### src/sv/tpsa_pkg.sv
package tpsa_pkg;

	localparam int POOL_SIZE_W = 5;
	localparam int OWNER_W     = 16;
	localparam int CLASS_W     = 2;
	localparam int STATUS_W    = 2;
	localparam int POOL_W      = 2;
	localparam int SLOT_W      = 4;
	localparam int APB_AW      = 3;
	localparam int APB_DW      = 32;

	localparam logic [POOL_SIZE_W-1:0] POOL_SIZE_RST = 5'd16;

	localparam logic REG_POOL_SIZE = 1'b0;

	localparam logic FUNC_ENTER = 1'b0;
	localparam logic FUNC_EXIT  = 1'b1;

	localparam logic [CLASS_W-1:0] CLS_A   = 2'd0;
	localparam logic [CLASS_W-1:0] CLS_B   = 2'd1;
	localparam logic [CLASS_W-1:0] CLS_C   = 2'd2;
	localparam logic [CLASS_W-1:0] CLS_BAD = 2'd3;

	localparam logic [POOL_W-1:0] POOL_B = 2'd1;

	localparam logic [STATUS_W-1:0] STAT_OK      = 2'd0;
	localparam logic [STATUS_W-1:0] STAT_MISS    = 2'd1;
	localparam logic [STATUS_W-1:0] STAT_INVALID = 2'd2;

	typedef enum logic [4:0] {
		S_IDLE  = 5'b00001,
		S_GRANT = 5'b00010,
		S_RD    = 5'b00100,
		S_CMP   = 5'b01000,
		S_DONE  = 5'b10000
	} state_t;

endpackage

### src/sv/tpsa_if.sv
interface tpsa_req_if;
	logic                         valid;
	logic                         ready;
	logic                         func;
	logic [tpsa_pkg::CLASS_W-1:0] vehicle_class;
	logic [tpsa_pkg::OWNER_W-1:0] owner_id;

	modport source(output valid, func, vehicle_class, owner_id, input ready);
	modport sink(input valid, func, vehicle_class, owner_id, output ready);
endinterface

interface tpsa_rsp_if;
	logic                          valid;
	logic                          ready;
	logic [tpsa_pkg::STATUS_W-1:0] status;
	logic [tpsa_pkg::POOL_W-1:0]   pool;
	logic [tpsa_pkg::SLOT_W-1:0]   slot_index;
	logic                          waiting_granted;
	logic [tpsa_pkg::OWNER_W-1:0]  waiting_owner;
	logic [tpsa_pkg::POOL_W-1:0]   waiting_pool;
	logic [tpsa_pkg::SLOT_W-1:0]   waiting_slot;

	modport source(output valid, status, pool, slot_index, waiting_granted, waiting_owner,
		waiting_pool, waiting_slot, input ready);
	modport sink(input valid, status, pool, slot_index, waiting_granted, waiting_owner,
		waiting_pool, waiting_slot, output ready);
endinterface

### src/sv/typed_pool_slot_allocator_core.sv
// Exit: the release scan passes each used slot through S_RD and S_CMP for the registered
//   owner-table read, then the waiting request is retried.
// Throughput: one request at a time; the next is taken once the finished response has
//   entered the output register, where it may still wait for rsp.ready.
// Reset: used marks, waiting request and state machine clear at once; pool_size returns
//   to 16; the owner table is not cleared.
module typed_pool_slot_allocator_core #(
	parameter int SLOTS = 16
) (
	input  logic                        clk,
	input  logic                        arst_n,
	tpsa_req_if.sink                    req,
	tpsa_rsp_if.source                  rsp,
	input  logic                        psel,
	input  logic                        penable,
	input  logic                        pwrite,
	input  logic [tpsa_pkg::APB_AW-1:0] paddr,
	input  logic [tpsa_pkg::APB_DW-1:0] pwdata,
	output logic [tpsa_pkg::APB_DW-1:0] prdata,
	output logic                        pready
);

	localparam int NSLOT = 3 * SLOTS;
	localparam int AW    = $clog2(NSLOT);
	localparam int IW    = $clog2(SLOTS + 1);
	localparam int IXW   = (SLOTS > 1) ? $clog2(SLOTS) : 1;
	localparam int CW    = ((IW > tpsa_pkg::POOL_SIZE_W) ? IW : tpsa_pkg::POOL_SIZE_W) + 1;

	logic [tpsa_pkg::POOL_SIZE_W-1:0] pool_size;

	tpsa_apb_regs u_regs (
		.clk       (clk),
		.arst_n    (arst_n),
		.psel      (psel),
		.penable   (penable),
		.pwrite    (pwrite),
		.paddr     (paddr),
		.pwdata    (pwdata),
		.prdata    (prdata),
		.pready    (pready),
		.pool_size (pool_size)
	);

	tpsa_pkg::state_t st_q;

	logic [NSLOT-1:0]                 used_q;
	logic [tpsa_pkg::OWNER_W-1:0]     owner_mem [NSLOT];
	logic [tpsa_pkg::OWNER_W-1:0]     rd_q;

	logic [tpsa_pkg::CLASS_W-1:0]     cls_q;
	logic [tpsa_pkg::OWNER_W-1:0]     id_q;
	logic                             retry_q;
	logic                             phase_q;
	logic [IW-1:0]                    idx_q;

	logic                             wait_valid_q;
	logic [tpsa_pkg::OWNER_W-1:0]     wait_id_q;
	logic [tpsa_pkg::CLASS_W-1:0]     wait_cls_q;

	logic [tpsa_pkg::STATUS_W-1:0]    status_q;
	logic [tpsa_pkg::POOL_W-1:0]      pool_q;
	logic [tpsa_pkg::SLOT_W-1:0]      slot_q;
	logic                             wg_q;
	logic [tpsa_pkg::OWNER_W-1:0]     wo_q;
	logic [tpsa_pkg::POOL_W-1:0]      wp_q;
	logic [tpsa_pkg::SLOT_W-1:0]      ws_q;

	logic                             ov_q;
	logic [tpsa_pkg::STATUS_W-1:0]    ostatus_q;
	logic [tpsa_pkg::POOL_W-1:0]      opool_q;
	logic [tpsa_pkg::SLOT_W-1:0]      oslot_q;
	logic                             owg_q;
	logic [tpsa_pkg::OWNER_W-1:0]     owo_q;
	logic [tpsa_pkg::POOL_W-1:0]      owp_q;
	logic [tpsa_pkg::SLOT_W-1:0]      ows_q;

	logic [CW-1:0]                    n_cw;
	logic [IW-1:0]                    n;
	logic [tpsa_pkg::POOL_W-1:0]      pl;
	logic                             has_fb;
	logic                             end_pool;
	logic [AW-1:0]                    addr;
	logic [IW+tpsa_pkg::SLOT_W-1:0]   idx_ext;
	logic [tpsa_pkg::SLOT_W-1:0]      slot4;
	logic                             grant_hit;
	logic [tpsa_pkg::OWNER_W-1:0]     grant_id;
	logic                             req_acc;

	assign n_cw     = (CW'(pool_size) > CW'(SLOTS)) ? CW'(SLOTS) : CW'(pool_size);
	assign n        = n_cw[IW-1:0];
	assign pl       = phase_q ? tpsa_pkg::POOL_B : cls_q;
	assign has_fb   = (cls_q == tpsa_pkg::CLS_A) || (cls_q == tpsa_pkg::CLS_C);
	assign end_pool = (idx_q >= n);
	assign addr     = AW'(pl) * AW'(SLOTS) + AW'(idx_q[IXW-1:0]);
	assign idx_ext  = {{tpsa_pkg::SLOT_W{1'b0}}, idx_q};
	assign slot4    = idx_ext[tpsa_pkg::SLOT_W-1:0];
	assign grant_hit = (st_q == tpsa_pkg::S_GRANT) && !end_pool && !used_q[addr];
	assign grant_id = retry_q ? wait_id_q : id_q;
	assign req_acc  = req.valid && req.ready;

	assign req.ready = (st_q == tpsa_pkg::S_IDLE);

	always_ff @(posedge clk) begin
		if (grant_hit) begin
			owner_mem[addr] <= grant_id;
		end
		rd_q <= owner_mem[addr];
	end

	always_ff @(posedge clk or negedge arst_n) begin
		if (!arst_n) begin
			st_q         <= tpsa_pkg::S_IDLE;
			used_q       <= '0;
			cls_q        <= '0;
			id_q         <= '0;
			retry_q      <= 1'b0;
			phase_q      <= 1'b0;
			idx_q        <= '0;
			wait_valid_q <= 1'b0;
			wait_id_q    <= '0;
			wait_cls_q   <= '0;
			status_q     <= '0;
			pool_q       <= '0;
			slot_q       <= '0;
			wg_q         <= 1'b0;
			wo_q         <= '0;
			wp_q         <= '0;
			ws_q         <= '0;
		end else begin
			case (st_q)
				tpsa_pkg::S_IDLE: begin
					if (req_acc) begin
						id_q     <= req.owner_id;
						phase_q  <= 1'b0;
						idx_q    <= '0;
						pool_q   <= '0;
						slot_q   <= '0;
						wg_q     <= 1'b0;
						wo_q     <= '0;
						wp_q     <= '0;
						ws_q     <= '0;
						if (req.func == tpsa_pkg::FUNC_ENTER) begin
							cls_q   <= req.vehicle_class;
							retry_q <= 1'b0;
							if (req.vehicle_class == tpsa_pkg::CLS_BAD) begin
								status_q <= tpsa_pkg::STAT_INVALID;
								st_q     <= tpsa_pkg::S_DONE;
							end else begin
								status_q <= tpsa_pkg::STAT_OK;
								st_q     <= tpsa_pkg::S_GRANT;
							end
						end else if (req.vehicle_class == tpsa_pkg::CLS_BAD) begin
							status_q <= tpsa_pkg::STAT_MISS;
							if (wait_valid_q) begin
								cls_q   <= wait_cls_q;
								retry_q <= 1'b1;
								st_q    <= tpsa_pkg::S_GRANT;
							end else begin
								cls_q   <= req.vehicle_class;
								retry_q <= 1'b0;
								st_q    <= tpsa_pkg::S_DONE;
							end
						end else begin
							cls_q    <= req.vehicle_class;
							retry_q  <= 1'b0;
							status_q <= tpsa_pkg::STAT_OK;
							st_q     <= tpsa_pkg::S_RD;
						end
					end
				end
				tpsa_pkg::S_GRANT: begin
					if (end_pool) begin
						if (!phase_q && has_fb) begin
							phase_q <= 1'b1;
							idx_q   <= '0;
						end else begin
							if (!retry_q) begin
								status_q     <= tpsa_pkg::STAT_MISS;
								wait_valid_q <= 1'b1;
								wait_id_q    <= id_q;
								wait_cls_q   <= cls_q;
							end
							st_q <= tpsa_pkg::S_DONE;
						end
					end else if (!used_q[addr]) begin
						used_q[addr] <= 1'b1;
						if (retry_q) begin
							wait_valid_q <= 1'b0;
							wg_q         <= 1'b1;
							wo_q         <= wait_id_q;
							wp_q         <= pl;
							ws_q         <= slot4;
						end else begin
							status_q <= tpsa_pkg::STAT_OK;
							pool_q   <= pl;
							slot_q   <= slot4;
						end
						st_q <= tpsa_pkg::S_DONE;
					end else begin
						idx_q <= idx_q + IW'(1);
					end
				end
				tpsa_pkg::S_RD: begin
					if (end_pool) begin
						if (!phase_q && has_fb) begin
							phase_q <= 1'b1;
							idx_q   <= '0;
						end else begin
							status_q <= tpsa_pkg::STAT_MISS;
							if (wait_valid_q) begin
								cls_q   <= wait_cls_q;
								retry_q <= 1'b1;
								phase_q <= 1'b0;
								idx_q   <= '0;
								st_q    <= tpsa_pkg::S_GRANT;
							end else begin
								st_q <= tpsa_pkg::S_DONE;
							end
						end
					end else if (used_q[addr]) begin
						st_q <= tpsa_pkg::S_CMP;
					end else begin
						idx_q <= idx_q + IW'(1);
					end
				end
				tpsa_pkg::S_CMP: begin
					if (rd_q == id_q) begin
						used_q[addr] <= 1'b0;
						status_q     <= tpsa_pkg::STAT_OK;
						if (wait_valid_q) begin
							cls_q   <= wait_cls_q;
							retry_q <= 1'b1;
							phase_q <= 1'b0;
							idx_q   <= '0;
							st_q    <= tpsa_pkg::S_GRANT;
						end else begin
							st_q <= tpsa_pkg::S_DONE;
						end
					end else begin
						idx_q <= idx_q + IW'(1);
						st_q  <= tpsa_pkg::S_RD;
					end
				end
				tpsa_pkg::S_DONE: begin
					if (!ov_q || rsp.ready) begin
						st_q <= tpsa_pkg::S_IDLE;
					end
				end
				default: begin
					st_q <= tpsa_pkg::S_IDLE;
				end
			endcase
		end
	end

	always_ff @(posedge clk or negedge arst_n) begin
		if (!arst_n) begin
			ov_q <= 1'b0;
		end else if (st_q == tpsa_pkg::S_DONE && (!ov_q || rsp.ready)) begin
			ov_q <= 1'b1;
		end else if (rsp.ready) begin
			ov_q <= 1'b0;
		end
	end

	always_ff @(posedge clk) begin
		if (st_q == tpsa_pkg::S_DONE && (!ov_q || rsp.ready)) begin
			ostatus_q <= status_q;
			opool_q   <= pool_q;
			oslot_q   <= slot_q;
			owg_q     <= wg_q;
			owo_q     <= wo_q;
			owp_q     <= wp_q;
			ows_q     <= ws_q;
		end
	end

	assign rsp.valid           = ov_q;
	assign rsp.status          = ostatus_q;
	assign rsp.pool            = opool_q;
	assign rsp.slot_index      = oslot_q;
	assign rsp.waiting_granted = owg_q;
	assign rsp.waiting_owner   = owo_q;
	assign rsp.waiting_pool    = owp_q;
	assign rsp.waiting_slot    = ows_q;

`ifndef SYNTHESIS
	a_grant_marks: assert property (@(posedge clk) disable iff (!arst_n)
		grant_hit |=> used_q[$past(addr)])
		else $error("granted slot not marked used");

	a_cmp_after_rd: assert property (@(posedge clk) disable iff (!arst_n)
		(st_q == tpsa_pkg::S_CMP) |-> ($past(st_q) == tpsa_pkg::S_RD))
		else $error("owner compare without a table read");

	a_idx_bound: assert property (@(posedge clk) disable iff (!arst_n)
		idx_q <= IW'(SLOTS))
		else $error("slot index beyond pool");

	a_invalid_clean: assert property (@(posedge clk) disable iff (!arst_n)
		(rsp.valid && rsp.status == tpsa_pkg::STAT_INVALID) |->
		(!rsp.waiting_granted && rsp.pool == '0 && rsp.slot_index == '0))
		else $error("invalid-class beat carries a grant");
`endif

endmodule

### src/sv/tpsa_apb_regs.sv
module tpsa_apb_regs (
	input  logic                             clk,
	input  logic                             arst_n,
	input  logic                             psel,
	input  logic                             penable,
	input  logic                             pwrite,
	input  logic [tpsa_pkg::APB_AW-1:0]      paddr,
	input  logic [tpsa_pkg::APB_DW-1:0]      pwdata,
	output logic [tpsa_pkg::APB_DW-1:0]      prdata,
	output logic                             pready,
	output logic [tpsa_pkg::POOL_SIZE_W-1:0] pool_size
);

	logic [tpsa_pkg::POOL_SIZE_W-1:0] pool_size_q;
	logic                             hit_ps;

	assign hit_ps = (paddr[2] == tpsa_pkg::REG_POOL_SIZE);

	always_ff @(posedge clk or negedge arst_n) begin
		if (!arst_n) begin
			pool_size_q <= tpsa_pkg::POOL_SIZE_RST;
		end else if (psel && penable && pwrite && hit_ps) begin
			pool_size_q <= pwdata[tpsa_pkg::POOL_SIZE_W-1:0];
		end
	end

	assign pready    = 1'b1;
	assign prdata    = hit_ps ? tpsa_pkg::APB_DW'(pool_size_q) : '0;
	assign pool_size = pool_size_q;

endmodule

### src/flat_wrapper.sv
// flat-port wrapper written by rule: the top's interface ports become plain ports
module typed_pool_slot_allocator_core_flat 
#(
	parameter int SLOTS = 16
)
  (clk, arst_n, psel, penable, pwrite, paddr, pwdata, prdata, pready, req_valid, req_func, req_vehicle_class, req_owner_id, req_ready, rsp_valid, rsp_status, rsp_pool, rsp_slot_index, rsp_waiting_granted, rsp_waiting_owner, rsp_waiting_pool, rsp_waiting_slot, rsp_ready);
  tpsa_req_if req_i ();
  tpsa_rsp_if rsp_i ();
  input  logic clk;
  input  logic arst_n;
  input  logic psel;
  input  logic penable;
  input  logic pwrite;
  input  logic [tpsa_pkg::APB_AW-1:0] paddr;
  input  logic [tpsa_pkg::APB_DW-1:0] pwdata;
  output logic [tpsa_pkg::APB_DW-1:0] prdata;
  output logic pready;
  input wire logic [$bits(req_i.valid)-1:0] req_valid;
  input wire logic [$bits(req_i.func)-1:0] req_func;
  input wire logic [$bits(req_i.vehicle_class)-1:0] req_vehicle_class;
  input wire logic [$bits(req_i.owner_id)-1:0] req_owner_id;
  output wire logic [$bits(req_i.ready)-1:0] req_ready;
  output wire logic [$bits(rsp_i.valid)-1:0] rsp_valid;
  output wire logic [$bits(rsp_i.status)-1:0] rsp_status;
  output wire logic [$bits(rsp_i.pool)-1:0] rsp_pool;
  output wire logic [$bits(rsp_i.slot_index)-1:0] rsp_slot_index;
  output wire logic [$bits(rsp_i.waiting_granted)-1:0] rsp_waiting_granted;
  output wire logic [$bits(rsp_i.waiting_owner)-1:0] rsp_waiting_owner;
  output wire logic [$bits(rsp_i.waiting_pool)-1:0] rsp_waiting_pool;
  output wire logic [$bits(rsp_i.waiting_slot)-1:0] rsp_waiting_slot;
  input wire logic [$bits(rsp_i.ready)-1:0] rsp_ready;
  assign req_i.valid = req_valid;
  assign req_i.func = req_func;
  assign req_i.vehicle_class = req_vehicle_class;
  assign req_i.owner_id = req_owner_id;
  assign req_ready = req_i.ready;
  assign rsp_valid = rsp_i.valid;
  assign rsp_status = rsp_i.status;
  assign rsp_pool = rsp_i.pool;
  assign rsp_slot_index = rsp_i.slot_index;
  assign rsp_waiting_granted = rsp_i.waiting_granted;
  assign rsp_waiting_owner = rsp_i.waiting_owner;
  assign rsp_waiting_pool = rsp_i.waiting_pool;
  assign rsp_waiting_slot = rsp_i.waiting_slot;
  assign rsp_i.ready = rsp_ready;
  typed_pool_slot_allocator_core #(.SLOTS(SLOTS)) u_core (.clk(clk), .arst_n(arst_n), .req(req_i), .rsp(rsp_i), .psel(psel), .penable(penable), .pwrite(pwrite), .paddr(paddr), .pwdata(pwdata), .prdata(prdata), .pready(pready));
endmodule
### config.mk
export PLATFORM = sky130hd
export DESIGN_NAME = typed_pool_slot_allocator_core_flat
export DESIGN_NICKNAME = d
export VERILOG_FILES = /design/src/sv/tpsa_pkg.sv /design/src/sv/tpsa_if.sv /design/src/sv/typed_pool_slot_allocator_core.sv /design/src/sv/tpsa_apb_regs.sv /design/src/flat_wrapper.sv
export SDC_FILE = /design/constraint.sdc
export NUM_CORES = 1
export LEC_CHECK = 0
export BUFFER_PORTS_ARGS = -buffer_cell sky130_fd_sc_hd__buf_2
export CAP_MARGIN = 20
export CELL_PAD_IN_SITES_DETAIL_PLACEMENT = 1
export CELL_PAD_IN_SITES_GLOBAL_PLACEMENT = 2
export CORE_ASPECT_RATIO = 0.8
export CORE_MARGIN = 2
export CORE_UTILIZATION = 45
export DETAILED_ROUTE_END_ITERATION = 16
export PLACE_DENSITY = 0.87
export SLEW_MARGIN = 10
export SYNTH_ARGS = -nofsm -noshare
export SYNTH_HDL_FRONTEND = slang
export SYNTH_SLANG_ARGS = --single-unit
### constraint.sdc
create_clock -name clk -period 8.15 [get_ports clk]
set_clock_uncertainty 0.1 [all_clocks]
set_input_delay 0.815 -clock clk [delete_from_list [all_inputs] [get_ports clk]]
set_output_delay 0.815 -clock clk [all_outputs]
set_load 0.01 [all_outputs]
Word-level counts from Yosys, hierarchy flattened
Memories as Yosys holds them, arrays and structs flattened. A register that Yosys moved wholly into a read port is not among the register bits.
Index checks and enable logic that the tools add are counted.
W data, S select, Z words.

word-level totals
  register bits after elaboration = 165
  bits in latches = 0
  memory bits (writable) = 768
  ROM bits = 0
  bits of input ports = 61
  output and inout port bits = 66
  logic and storage cells = 213
  memories kept = 1

memory list
  name              depth  width  rd ports  clocked after Yosys merged registers in  wr ports  RTL line                              text
  u_core.owner_mem  48     16     1         1                                        1         typed_pool_slot_allocator_core.sv:47  logic [tpsa_pkg::OWNER_W-1:0] owner_mem [NSLOT];

cells by class
  add/subtract/negate cells = 2
  multiply operators = 0
  div/mod/pow operators = 0
  $lt $le $gt $ge = 4
  eq/ne operators = 29
  shift operators = 0
  muxes and demuxes = 111
  bitwise logic cells = 6
  reduce and logical (&&, ||, !) cells = 34

operators with widths
  operator              count
  $mux W48              3
  $mux W5               24
  $pmux W48 S2          1
  $mux W16              5
  $mux W2               27
  $and A48 B48 Y48      1
  $not A48 Y48          1
  $or A48 B48 Y48       1
  $pmux W16 S2          1
  $mux W1               30
  $mux W4               7
  $pmux W5 S5           1
  $reduce_and A5 Y1     5
  $pmux W5 S4           1
  $eq A16 B16 Y1        1
  $ne A2 B2 Y1 const B  8
  $pmux W4 S2           2
  $ne A2 B1 Y1 const B  6
  $reduce_and A6 Y1     2
  $logic_and A1 B1 Y1   9
  $ne A3 B2 Y1 const B  3
  $ne A3 B3 Y1 const B  3
  $pmux W2 S2           2
  $pmux W2 S4           1
  other kinds (30)      41

Depth between registers and ports, before layout
Gate-level depths: netlist (run 1).

  depth in word-level cells = 10
  depth in mapped cells = 15

Hierarchy
From an unflattened synthesis (run 1), not the netlist that was laid out.

second synthesis, totals
  cell total of the unflattened synthesis = 2280
  area, all modules = 36767.8 um2

by module, submodules not included
  module                          instances  cells an instance  area an instance (um2)  seq. area each (um2)
  typed_pool_slot_allocator_core  1          2234               36299.8                 27542.7
  tpsa_apb_regs                   1          46                 467.9                   126.4

Worst setup path before layout (run 1)
OpenSTA, ideal clock, no wires.

  path kind = register to register
  start point = reg u_core.idx_q[0]
  end point = mem u_core.owner_mem[42][0] (netlist bit) (enable)
  library setup time = 0.412 ns
  arrival = 4.055 ns
  required time = 7.638 ns
  setup slack = 3.583 ns
  cell stages (with the launch flop) = 14
  buffers on the path = 5
  clock period less this slack = 4.567 ns
  path through = dfrtp_1 > buf_6 > buf_6 > buf_6 > buf_2 > inv_2 > ha_1 > nand2b_1 > a211oi_1 > o21ai_0 > a2111oi_4 > nand2_2 > buf_2 > nor3_1

on the way
  cells in the longest elaborated chain, start to end = 7
  elaborated cells between the ends (all ways) = 10

RTL lines
  item                           RTL line                               text
  start, declared                typed_pool_slot_allocator_core.sv:54   logic [IW-1:0] idx_q;
  start signal, assigned         typed_pool_slot_allocator_core.sv:200  idx_q <= idx_q + IW'(1);
  start signal, assigned         typed_pool_slot_allocator_core.sv:223  idx_q <= idx_q + IW'(1);
  start signal, assigned         typed_pool_slot_allocator_core.sv:240  idx_q <= idx_q + IW'(1);
  $add A6 B4 Y6                  typed_pool_slot_allocator_core.sv:94   assign addr = AW'(pl) * AW'(SLOTS) + AW'(idx_q[IXW-1:0]);
  $bmux W1 S6                    typed_pool_slot_allocator_core.sv:97   assign grant_hit = (st_q == tpsa_pkg::S_GRANT) && !end_pool && !used_q[addr];
  $mux W1 (not written as such)  typed_pool_slot_allocator_core.sv:97
  $logic_not A1 Y1               typed_pool_slot_allocator_core.sv:97
  $logic_and A1 B1 Y1            typed_pool_slot_allocator_core.sv:97
  $mux W1                        typed_pool_slot_allocator_core.sv:104  if (grant_hit) begin
  $mux W1 (not written as such)  typed_pool_slot_allocator_core.sv:105  owner_mem[addr] <= grant_id;
  end, declared                  typed_pool_slot_allocator_core.sv:47

Parallel ways exist; a longest one is shown, timed or not. The select of a mux whose other input is x is not followed.

Final worst setup path (run 1)
  start point = reg u_core.idx_q[0]
  end point = mem u_core.owner_mem[2][8] (netlist bit) (enable)

The elaborated chain is that of the path after synthesis.

==> Implementation_results.wiki, run 1 <==
{| class="wikitable"
! Metric !! Value
|-
| Outcome || finished clean
|-
| Count of state elements after synthesis || 949
|-
| Most common cell type on the critical path || buf_4
|-
| Total DRC errors in the routed layout || 0
|-
| Combinational group share of total power || 20.2%
|-
| Clock tree from TritonCTS || built
|-
| Cell chosen for the clock root || clkbuf_16
|-
| Initial core utilization || 45.3%
|-
| Die width || 322 um
|-
| Final nets || 2464
|-
| Internal power of the cells || 9350 uW
|-
| Number of antenna cells inserted || 0
|-
| Number of synthesized flops with an enable pin || 799
|-
| Number of buffer and inverter stages on the critical path || 3
|-
| Final hold violations || 0
|-
| FMAX || 0.183 GHz
|-
| Number of placement rows || 93
|-
| HPWL after DPL || 62.2 mm
|-
| Leakage power figure || 0.0138 uW
|-
| Worst min-delay path category || in -> async
|-
| Fraction of layout cells with a size suffix above 1 || 17.4%
|-
| Count of distinct cell types in the synthesized netlist || 70
|-
| Iteration count of the initial detailed-routing pass || 5
|-
| Worst path max stage delay || 0.87 ns
|-
| Yosys warnings || 0
|-
| Total global routing overflow || 0
|-
| Power density relative to cell area || 325 mW/mm2
|-
| Final cycle utilization of the critical path || 67.1%
|-
| Register-to-register path setup slack || 2.68 ns
|-
| Clock Power Share || 32.3%
|-
| Via count normalized by instance count || 6.41
|-
| Number of maximum-capacitance violations || 0
|-
| Count of vias placed by the detailed router || 22542
|-
| Dominant synthesized flop cell || edfxtp_1
|-
| Post-synthesis cell area || 0.0363 mm2
|-
| Total length of routed wires || 109 mm
|-
| Number of clock sinks || 949
|-
| Footprint of the multi-input gates || 0.00812 mm2
|-
| Dpl cell area || 0.0381 mm2
|-
| Worst r2r dst || u_core.owner_mem[2][8]
|-
| Number of fill cells || 7559
|-
| Sequential cell fraction of total power || 47.6%
|-
| Area delta synth->final || 14.0%
|-
| Slew @ Worst Pin || 1.16 ns
|-
| Total die area || 0.0830 mm2
|-
| Power spent charging and discharging nets || 4100 uW
|-
| Switching share of power || 30.5%
|-
| Number of buffers on the longest clock path || 3
|-
| Register Area || 0.0277 mm2
|-
| Startpoint of the lowest-slack register-to-register path || u_core.idx_q[0]
|-
| RSZ-0062 raised after global routing || false
|-
| IO Pins || 127
|-
| Pins over their slew limit || 0
|-
| Worst R2R Path Depth || 9
|-
| Final routed wire length divided by cell count || 31.0 um
|-
| Accumulated negative setup slack || 0 ns
|-
| Initial antenna violation count || 2
|-
| Post-CTS Setup Repair Bufs || 0
|-
| Critical Path End Type || register
|-
| Starting DRC count in detailed routing || 2691
|-
| Largest delay contributor family on the critical path || buffers and inverters
|-
| WP depth || 9
|-
| Hold buffer count at cts || 0
|-
| Arrival time at the worst endpoint || 5.73 ns
|-
| Remaining antenna violation count || 0
|-
| Critical path class || reg -> reg
|-
| Final hold slack || 0.121 ns
|-
| Maximum ir drop on the vdd rail || 219 uV
|-
| Placeable Area || 0.0802 mm2
|-
| H-tree levels || 3
|-
| Post-CTS resize count || 0
|-
| List of cells traversed by the critical path || buf_4 > mux2_2 > a222oi_1 > o21ai_1 > a2111oi_4 > nand2_2 > buf_4 > nor3_2 > buf_4
|-
| Height of the chip || 258 um
|-
| Worst skew pair latency || 0.66 ns
|-
| Largest net degree at the start of global routing || 90
|-
| Share of flip-flops with an asynchronous set or reset after synthesis || 14.1%
|-
| Tightest slew margin relative to the limit || 22.8%
|-
| CTS buffer count || 89
|-
| Total non-filler cell area in the finished layout || 0.0414 mm2
|-
| Clock transition at the register clock pins on the worst setup and hold paths after CTS || 0.06 ns
|-
| Setup Viol. Count Final || 0
|-
| Average cell area after synthesis || 15.8 um2
|-
| Crit path capture || u_core.owner_mem[2][8]
|-
| Total Routing Usage GR || 26.1%
|-
| Final GP Congestion || 0.890
|-
| Min cycle time layout || 5.47 ns
|-
| Via count of the first global-routing pass || 23409
|-
| First-pass GRT wire length || 159 mm
|-
| Maximum fanout encountered on the critical timing path || 40
|-
| Worst setup path start || u_core.idx_q[0]
|-
| Startpoint class of the critical path || register
|-
| Required time at the endpoint of the critical path || 8.41 ns
|-
| Input/output buffers || 69
|-
| Sequential cell area fraction in the yosys report || 76.2%
|-
| Cell type of the slowest stage on the worst timing path || dfrtp_4
|-
| Cells after synthesis || 2296
|}
## through the flow
| step | cells | utilization (%) | total power [uW] | setup slack [ns] |
|---|---|---|---|---|
| after global placement | 3333 | 47.4 | 8840 | 2.72 |
| after global routing | 3517 | 51.6 | 13800 | 2.47 |
| after floorplan | 2322 | - | 7780 | 3.58 |
| after detailed placement | 3334 | 47.5 | 9010 | 2.64 |
| final | 3517 | 51.6 | 13400 | 2.68 |
| after CTS | 3500 | 51.2 | 13300 | 2.62 |
## cell usage in the layout (no fill, tap or decap), types with 47 or more instances in the layout
cell type and n:
clkbuf_16 98, a221oi_1 68, a22o_1 47, nand3_1 60, edfxtp_1 799, nand4_1 48, a21oi_1 76, o21ai_0 62
buf_2 68, a22oi_1 204, dfrtp_1 128, nand2_1 171, nor2_1 87, buf_4 70, mux2_2 57
## cell type report
cell class | count | share of cell area, %
well taps | 1045 | 3.16
multi-input cells | 1190 | 19.6
inverters | 9 | 0.0816
repair buffers | 158 | 2.92
clock inverters | 49 | 1.13
clock buffers | 117 | 6.19
flip-flops and latches | 949 | 66.9
## power by group through the flow
stage / combinational (uW) / sequential, uW / clock (uW)
floorplan: 1430 / 6350 / 0
global placement: 2350 / 6490 / 0
detailed placement: 2500 / 6510 / 0
CTS: 2510 / 6410 / 4370
global route: 2850 / 6410 / 4540
finish: 2710 / 6390 / 4340
## metal layers
layer	routed length, um	track usage [%]
met1	44500	36.0
met2	52100	41.6
met3	9100	5.18
met4	3360	8.96
met5	13	0
## registers in the layout (all words and copies together), names as in the netlist, 5 cells and up, named ones only
name / flops
u_core.id_q: 16
u_core.idx_q: 5
u_core.owner_mem: 768
u_core.rd_q: 16
u_core.rsp.waiting_owner: 16
u_core.st_q: 5
u_core.u_regs.pool_size: 5
u_core.wait_id_q: 16
u_core.wo_q: 16
## synth_stat cells, types with 13 or more instances
cell      number  area (um2)
a22o_1        47         412
o22a_1        24         210
a21oi_1       77         385
buf_4         29         218
dfrtp_1      132        3300
o211ai_1      30         225
o21ai_0       62         310
nor2_1        88         330
buf_2         14        70.1
mux2i_1       32         320
nand4_1       48         300
xor2_1        16         140
nor3_1        40         200
dfxtp_1       16         320
a31oi_1       20         125
a22oi_1      204        1530
buf_1         17        63.8
clkbuf_1     111         417
a221oi_1      68         596
edfxtp_1     799       24000
mux4_2        13         293
nand2_1      171         642
nand3_1       60         300
mux2_2        57         642
nor2b_1       13        81.3
## cells by family (layout without fill, tap and decap cells)
logic type,Yosys count,in the layout,synth area share [%]
buffers and inverters,183,333,2.30
adder cells (fa/ha/maj),6,6,0.207
multiplexers,103,103,3.49
XOR/XNOR,16,16,0.386
flip-flops,949,949,76.2
AO/OA/AOI/OAI,564,564,11.2
other,2,28,0.0207
AND/OR/NAND/NOR,473,473,6.18
## worst reg2reg max path, stage by stage (launching register included)
cell       delay (ns)
dfrtp_4          0.87
buf_4            0.72
mux2_2           0.42
a222oi_1         0.35
o21ai_1          0.22
a2111oi_4        0.46
nand2_2          0.47
buf_4            0.45
nor3_2           0.77
buf_4            0.36
## how the worst min path moves through the flow
stage | from | to | slack, ns | cells past startpoint
after global placement | u_core.wo_q[14] | u_core.rsp.waiting_owner[14] | 0.33 | 0
final | arst_n | u_core.slot_q[2] | 0.12 | 1
after floorplan | u_core.status_q[1] | u_core.rsp.status[1] | 0.32 | 0
after detailed placement | u_core.pool_q[0] | u_core.rsp.pool[0] | 0.33 | 0
after global routing | arst_n | u_core.wo_q[2] | 0.16 | 1
after CTS | arst_n | u_core.slot_q[2] | 0.14 | 1
No activity file was read; power rests on OpenSTA's default activity.
==> run 2, diff against run 1 <==
Settings changed: ABC_AREA from default to 1, CORE_UTILIZATION 45 to 43.
Clock period 8.15 ns to 5.7 ns, I/O delays scaled along.
==> Implementation_results.wiki, run 2 <==
{| class="wikitable"
! Metric !! Value
|-
| Outcome || finished clean
|-
| Leakage power figure || 0.0155 uW
|-
| Count of state elements after synthesis || 949
|-
| Maximum fanout encountered on the critical timing path || 22
|-
| Total global routing overflow || 0
|-
| Placeable Area || 0.0860 mm2
|-
| Number of placement rows || 96
|-
| Worst setup timing slack at the placement stage || 1.33 ns
|-
| Worst r2r dst || u_core.owner_mem[32][11]
|-
| Share of the synthesized area in the top cell type || 64.0%
|-
| Dominant synthesized flop cell || edfxtp_1
|-
| Worst skew pair latency || 0.66 ns
|-
| Sequential cell area fraction in the yosys report || 73.9%
|-
| Register-to-register path setup slack || 1.19 ns
|-
| Clock transition at the register clock pins on the worst setup and hold paths after CTS || 0.06 ns
|-
| Setup Viol. Count Final || 0
|-
| Final GP Congestion || 0.870
|-
| Area delta synth->final || 14.1%
|-
| HPWL after DPL || 67.8 mm
|-
| Final routed wire length divided by cell count || 26.8 um
|-
| Number of buffers on the longest clock path || 3
|-
| Post-synthesis cell area || 0.0375 mm2
|-
| Commonest non-fill, non-tap cell in the layout || edfxtp_1
|-
| Cell taking the most area after synthesis || edfxtp_1
|-
| Worst path max stage delay || 0.87 ns
|-
| Final hold violations || 0
|-
| IO Pins || 127
|-
| Critical Path End Type || register
|-
| Count of vias placed by the detailed router || 25307
|-
| Via count normalized by instance count || 5.88
|-
| Remaining antenna violation count || 0
|-
| Count of distinct cell types in the synthesized netlist || 46
|-
| Startpoint of the lowest-slack register-to-register path || u_core.idx_q[3]
|-
| Total non-filler cell area in the finished layout || 0.0428 mm2
|-
| Final cycle utilization of the critical path || 79.2%
|-
| Dpl cell area || 0.0397 mm2
|-
| Number of antenna cells inserted || 0
|-
| Number of synthesized flops with an enable pin || 799
|-
| Average cell area after synthesis || 12.6 um2
|-
| Height of the chip || 268 um
|-
| End point of the worst hold path || u_core.u_regs.pool_size[4]
|-
| List of cells traversed by the critical path || inv_2 > nand2_2 > inv_1 > buf_4 > nand2_1 > nand3_1 > nor2_2 > nand2_2 > nor3_2 > buf_4
|-
| Clock tree from TritonCTS || built
|-
| Required time at the endpoint of the critical path || 5.95 ns
|-
| Most repeated cell in the gate-level netlist after synthesis || edfxtp_1
|-
| Hold buffer count at cts || 1
|-
| First-pass GRT wire length || 170 mm
|-
| Critical path class || reg -> reg
|-
| Max reg flops || 768
|-
| Number of clock sinks || 949
|-
| Final nets || 3172
|-
| Maximum ir drop on the vdd rail || 367 uV
|-
| Fraction of layout cells with a size suffix above 1 || 12.8%
|-
| Largest net degree at the start of global routing || 88
|-
| Arrival time at the worst endpoint || 4.76 ns
|-
| CTS buffer count || 91
|-
| Largest delay contributor family on the critical path || simple AND/OR/NAND/NOR gates
|-
| Critical hold path startpoint || pwdata[4]
|-
| Initial antenna violation count || 8
|-
| Top register by number of flip-flops || u_core.owner_mem
|-
| Most instantiated cells after synthesis || edfxtp_1 (799), nand2_1 (779), nor2_1 (168)
|-
| Share of flip-flops with an asynchronous set or reset after synthesis || 14.1%
|-
| Startpoint class of the critical path || register
|-
| Instance count after placement with tap cells included || 4134
|-
| Input/output buffers || 69
|-
| Worst hold stages || 3
|-
| Most frequent cells in the layout || edfxtp_1 (799), nand2_1 (778), nor2_1 (161), inv_1 (159), dfrtp_1 (132)
|-
| Total Routing Usage GR || 25.7%
|-
| H-tree levels || 3
|-
| Post-CTS Setup Repair Bufs || 0
|-
| Die width || 334 um
|-
| Starting DRC count in detailed routing || 2760
|-
| Number of maximum-capacitance violations || 0
|-
| Iteration count of the initial detailed-routing pass || 5
|-
| Post-route insts no fill || 4306
|-
| Via count of the first global-routing pass || 26562
|-
| Total DRC errors in the routed layout || 0
|-
| Power density relative to cell area || 457 mW/mm2
|-
| RSZ-0062 raised after global routing || false
|-
| Worst R2R Path Depth || 10
|-
| Cell type of the slowest stage on the worst timing path || nor3_2
|-
| Number of buffer and inverter stages on the critical path || 4
|-
| Min cycle time layout || 4.51 ns
|-
| Pins over their slew limit || 0
|-
| Total length of routed wires || 115 mm
|-
| FMAX || 0.222 GHz
|-
| Final cell utilization of the core || 49.7%
|-
| Yosys warnings || 0
|-
| Accumulated negative setup slack || 0 ns
|-
| Initial core utilization || 43.6%
|-
| Post-CTS resize count || 0
|-
| Setup slack of the critical path after layout || 1.19 ns
|-
| Tightest slew margin relative to the limit || 23.0%
|-
| Total die area || 0.0895 mm2
|-
| Synth area leaders || edfxtp_1 (64%), dfrtp_1 (8.8%), nand2_1 (7.8%), nand3_1 (1.7%), o21ai_0 (1.7%)
|-
| Worst min-delay path category || in -> reg
|-
| Cell chosen for the clock root || clkbuf_16
|-
| Slew @ Worst Pin || 1.15 ns
|-
| Cells after synthesis || 2983
|}
-- run 2: cell types whose count changed in the layout (fill, tap and decap cells not counted), sizes merged, moves of 69 or more --
cell   change
nand3     +69
o21ai     +93
a22oi    -136
inv      +154
nand2    +613
nor2      +75
-- run 2: layer usage --
| layer | vias to the layer above | GRT usage [%] | part of all wire (%) | wire [um] |
|---|---|---|---|---|
| met5 | - | 0 | 0.013 | 15 |
| met4 | 2 | 9.29 | 3.4 | 3960 |
| met3 | 243 | 5.17 | 8.8 | 10100 |
| met2 | 1197 | 40.9 | 46 | 53300 |
| met1 | 13041 | 35.4 | 42 | 48000 |
| li1 | 10824 | - | - | - |
-- run 2: where the power goes --
| group | internal (uW) | switching (uW) |
|---|---|---|
| sequential | 8820 | 208 |
| combinational | 961 | 3500 |
| clock | 3390 | 2640 |
-- run 2: final cells by class --
type,instances,area (um2)
well taps,1127,1410
clock inverters,46,392
flip-flops and latches,949,27700
clock buffers,121,2520
fillers,8695,43200
inverters,164,622
multi-input cells,1722,8840
repair buffers,177,1300
-- run 2: kinds of logic after synthesis --
| kind of cell | Yosys count | share of synthesized area (%) |
|---|---|---|
| flops | 949 | 73.9 |
| compound gates | 441 | 7.73 |
| mux | 9 | 0.271 |
| simple gates | 1223 | 13.5 |
| other cells | 2 | 0.0200 |
| xor+xnor | 15 | 0.351 |
| fa+ha+maj | 6 | 0.200 |
| buf+inv | 338 | 4.09 |
-- run 2: worst max path at each step --
stage,depth (start not counted),startpoint,to,slack [ns]
after floorplan,14,u_core.u_regs.pool_size[4],u_core.owner_mem[17][0],1.89
after global placement,11,u_core.cls_q[0],u_core.owner_mem[32][15],1.40
after detailed placement,11,u_core.phase_q,u_core.owner_mem[32][15],1.33
after CTS,11,u_core.phase_q,u_core.owner_mem[32][0],1.28
after global routing,11,u_core.idx_q[2],u_core.owner_mem[32][11],1.02
final,10,u_core.idx_q[3],u_core.owner_mem[32][11],1.19
-- run 2: worst min-delay path: stages --
cell and delay (ns):
buf_2 0.10, nor2_1 0.09, a21oi_1 0.05
-- run 2: per-stage QoR --
stage | total power [uW] | hold WS, ns
global route | 20100 | 0.0339
finish | 19500 | 0.0495
floorplan | 11500 | 0.174
detailed placement | 13400 | 0.335
global placement | 13200 | 0.333
CTS | 19400 | 0.0196
==> run 3, diff against run 2 <==
Settings changed: CORE_UTILIZATION 43 to 39, PLACE_DENSITY 0.87 to 0.84.
Clock period 5.7 ns to 3.75 ns, I/O delays scaled along.
==> Implementation_results.wiki, run 3 (synthesis gave the netlist of run 2 again) <==
{| class="wikitable"
! Metric !! Value
|-
| Outcome || finished clean
|-
| Combinational group share of total power || 23.8%
|-
| Total Routing Usage GR || 23.9%
|-
| Power density relative to cell area || 685 mW/mm2
|-
| Internal power of the cells || 20100 uW
|-
| Height of the chip || 281 um
|-
| Slew @ Worst Pin || 1.19 ns
|-
| Final hold violations || 0
|-
| Initial antenna violation count || 1
|-
| Setup slack of the critical path after layout || 0.347 ns
|-
| Worst min-delay path category || in -> reg
|-
| Total non-filler cell area in the finished layout || 0.0439 mm2
|-
| Post-CTS Setup Repair Bufs || 0
|-
| Placeable Area || 0.0950 mm2
|-
| Worst setup timing slack at the placement stage || 0.396 ns
|-
| Maximum ir drop on the vdd rail || 384 uV
|-
| H-tree levels || 3
|-
| Final routed wire length divided by cell count || 25.6 um
|-
| Most frequent cells in the layout || edfxtp_1 (799), nand2_1 (778), nor2_1 (161), buf_4 (160), inv_1 (159)
|-
| Leakage power figure || 0.0161 uW
|-
| Setup Viol. Count Final || 0
|-
| Via count of the first global-routing pass || 26489
|-
| Power, Total || 30100 uW
|-
| Total global routing overflow || 0
|-
| CTS buffer count || 94
|-
| Top register by number of flip-flops || u_core.owner_mem
|-
| Via count normalized by instance count || 5.57
|-
| Fraction of layout cells with a size suffix above 1 || 14.7%
|-
| Clock transition at the register clock pins on the worst setup and hold paths after CTS || 0.06 ns
|-
| Sequential cell fraction of total power || 45.5%
|-
| Top Usage Layer GRT || met2
|-
| RSZ-0062 raised after global routing || false
|-
| Final nets || 3272
|-
| Starting DRC count in detailed routing || 2810
|-
| IO Pins || 127
|-
| Number of placement rows || 101
|-
| Min cycle time layout || 3.40 ns
|-
| Count of vias placed by the detailed router || 25457
|-
| Final cycle utilization of the critical path || 90.8%
|-
| Die width || 351 um
|-
| Final GP Congestion || 0.809
|-
| Number of maximum-capacitance violations || 0
|-
| Required time at the endpoint of the critical path || 3.99 ns
|-
| Critical Path End Type || register
|-
| FMAX || 0.294 GHz
|-
| Total DRC errors in the routed layout || 0
|-
| Dpl cell area || 0.0407 mm2
|-
| Iteration count of the initial detailed-routing pass || 6
|-
| Power spent charging and discharging nets || 9950 uW
|-
| Pins over their slew limit || 0
|-
| Arrival time at the worst endpoint || 3.64 ns
|-
| Input/output buffers || 69
|-
| First-pass GRT wire length || 173 mm
|-
| Accumulated negative setup slack || 0 ns
|-
| Worst skew pair latency || 0.68 ns
|-
| Number of fill cells || 9807
|-
| Cell chosen for the clock root || clkbuf_16
|-
| Max reg flops || 768
|-
| Met2 usage || 38.4%
|-
| Commonest non-fill, non-tap cell in the layout || edfxtp_1
|-
| HPWL after DPL || 71.6 mm
|-
| Critical path class || reg -> reg
|-
| M3 GR Usage || 4.13%
|-
| Startpoint class of the critical path || register
|-
| Maximum fanout encountered on the critical timing path || 16
|-
| Met1 track demand over resource in global routing || 32.9%
|-
| Total die area || 0.0986 mm2
|-
| Final hold slack || 0.0612 ns
|-
| Switching share of power || 33.1%
|-
| Number of clock sinks || 949
|-
| Tightest slew margin relative to the limit || 20.7%
|-
| Largest net degree at the start of global routing || 89
|-
| Initial core utilization || 39.4%
|-
| Remaining antenna violation count || 0
|-
| Clock tree from TritonCTS || built
|-
| Clock Power Share || 30.8%
|-
| Area delta synth->final || 17.2%
|-
| Total length of routed wires || 117 mm
|-
| Number of buffers on the longest clock path || 3
|}
==> run 3: cell types whose count changed in the layout (fill, tap and decap cells not counted), sizes merged, moves of 2 or more <==
cell / before / now
buf: 176 / 248
bufinv: 6 / 3
clkbuf: 121 / 126
clkinv: 33 / 40
clkinvlp: 6 / 2
dlygate4sd3: 1 / 26
inv: 165 / 163
==> run 3: path summary, 6_finish.rpt <==
| path | startpoint | end | slack [ns] | cells past startpoint |
|---|---|---|---|---|
| worst max-delay path | u_core.u_regs.pool_size[4] | u_core.owner_mem[1][10] | 0.35 | 15 |
| worst min-delay path | req_vehicle_class[1] | u_core.cls_q[1] | 0.06 | 3 |
| worst max register to register | u_core.u_regs.pool_size[4] | u_core.owner_mem[1][10] | 0.35 | 15 |
| worst min register to register | u_core.slot_q[0] | u_core.rsp.slot_index[0] | 0.35 | 0 |
| max in group asynchronous | arst_n | u_core.u_regs.pool_size[4] | 2.38 | 3 |
| min in group asynchronous | arst_n | u_core.wo_q[10] | 0.23 | 2 |
==> run 3: final cells by class <==
class                           count  area [um2]  area share (%)
Timing Repair Buffer              274        2200            5.01
Inverter                          164         623            1.42
Tap cell                         1287        1610            3.67
Sequential cell                   949       27700            63.0
Antenna cell                        1        2.50         0.00570
Clock inverter                     44         345           0.786
Multi-Input combinational cell   1722        8840            20.1
Clock buffer                      126        2630            5.98
==> run 3: what timing repair did <==
action	in CTS	in global routing
endpoints found under the hold margin	109	0
gates resized for setup	0	0
hold buffers	26	0
==> run 3: power by group through the flow <==
stage	combinational, uW	sequential, uW	clock (uW)
final	7150	13700	9260
after global routing	7590	13700	9720
after CTS	7040	13700	9360
after detailed placement	6920	13900	0
after global placement	6670	13900	0
after floorplan	3490	14000	0
==> run 3: per-stage QoR <==
step / std cells / utilization (%)
2_1_floorplan: 3009 / -
3_3_place_gp: 4369 / 42.8
3_5_place_dp: 4369 / 42.8
4_1_cts: 4565 / 46.2
5_1_grt: 4566 / 46.2
6_report: 4567 / 46.2
==> run 3: worst max-delay path, stage by stage (launching register included) <==
cell and delay [ns]:
dfstp_2 0.52, inv_1 0.08, a41oi_1 0.23, inv_1 0.09, nand2_1 0.07, ha_1 0.25, a21oi_1 0.15, o21a_1 0.12
nand3_1 0.11, inv_1 0.16, nand2_1 0.11, inv_1 0.13, nand2_4 0.17, buf_4 0.27, nor3_2 0.15, buf_4 0.34
==> run 3: layer usage <==
metal / routed length (um) / share of wire, % / up-vias
li1: - / - / 11033
met1: 49500 / 42 / 13190
met4: 3540 / 3.0 / 0
met5: 0 / 0 / -
met3: 8860 / 7.6 / 199
met2: 55300 / 47 / 1035
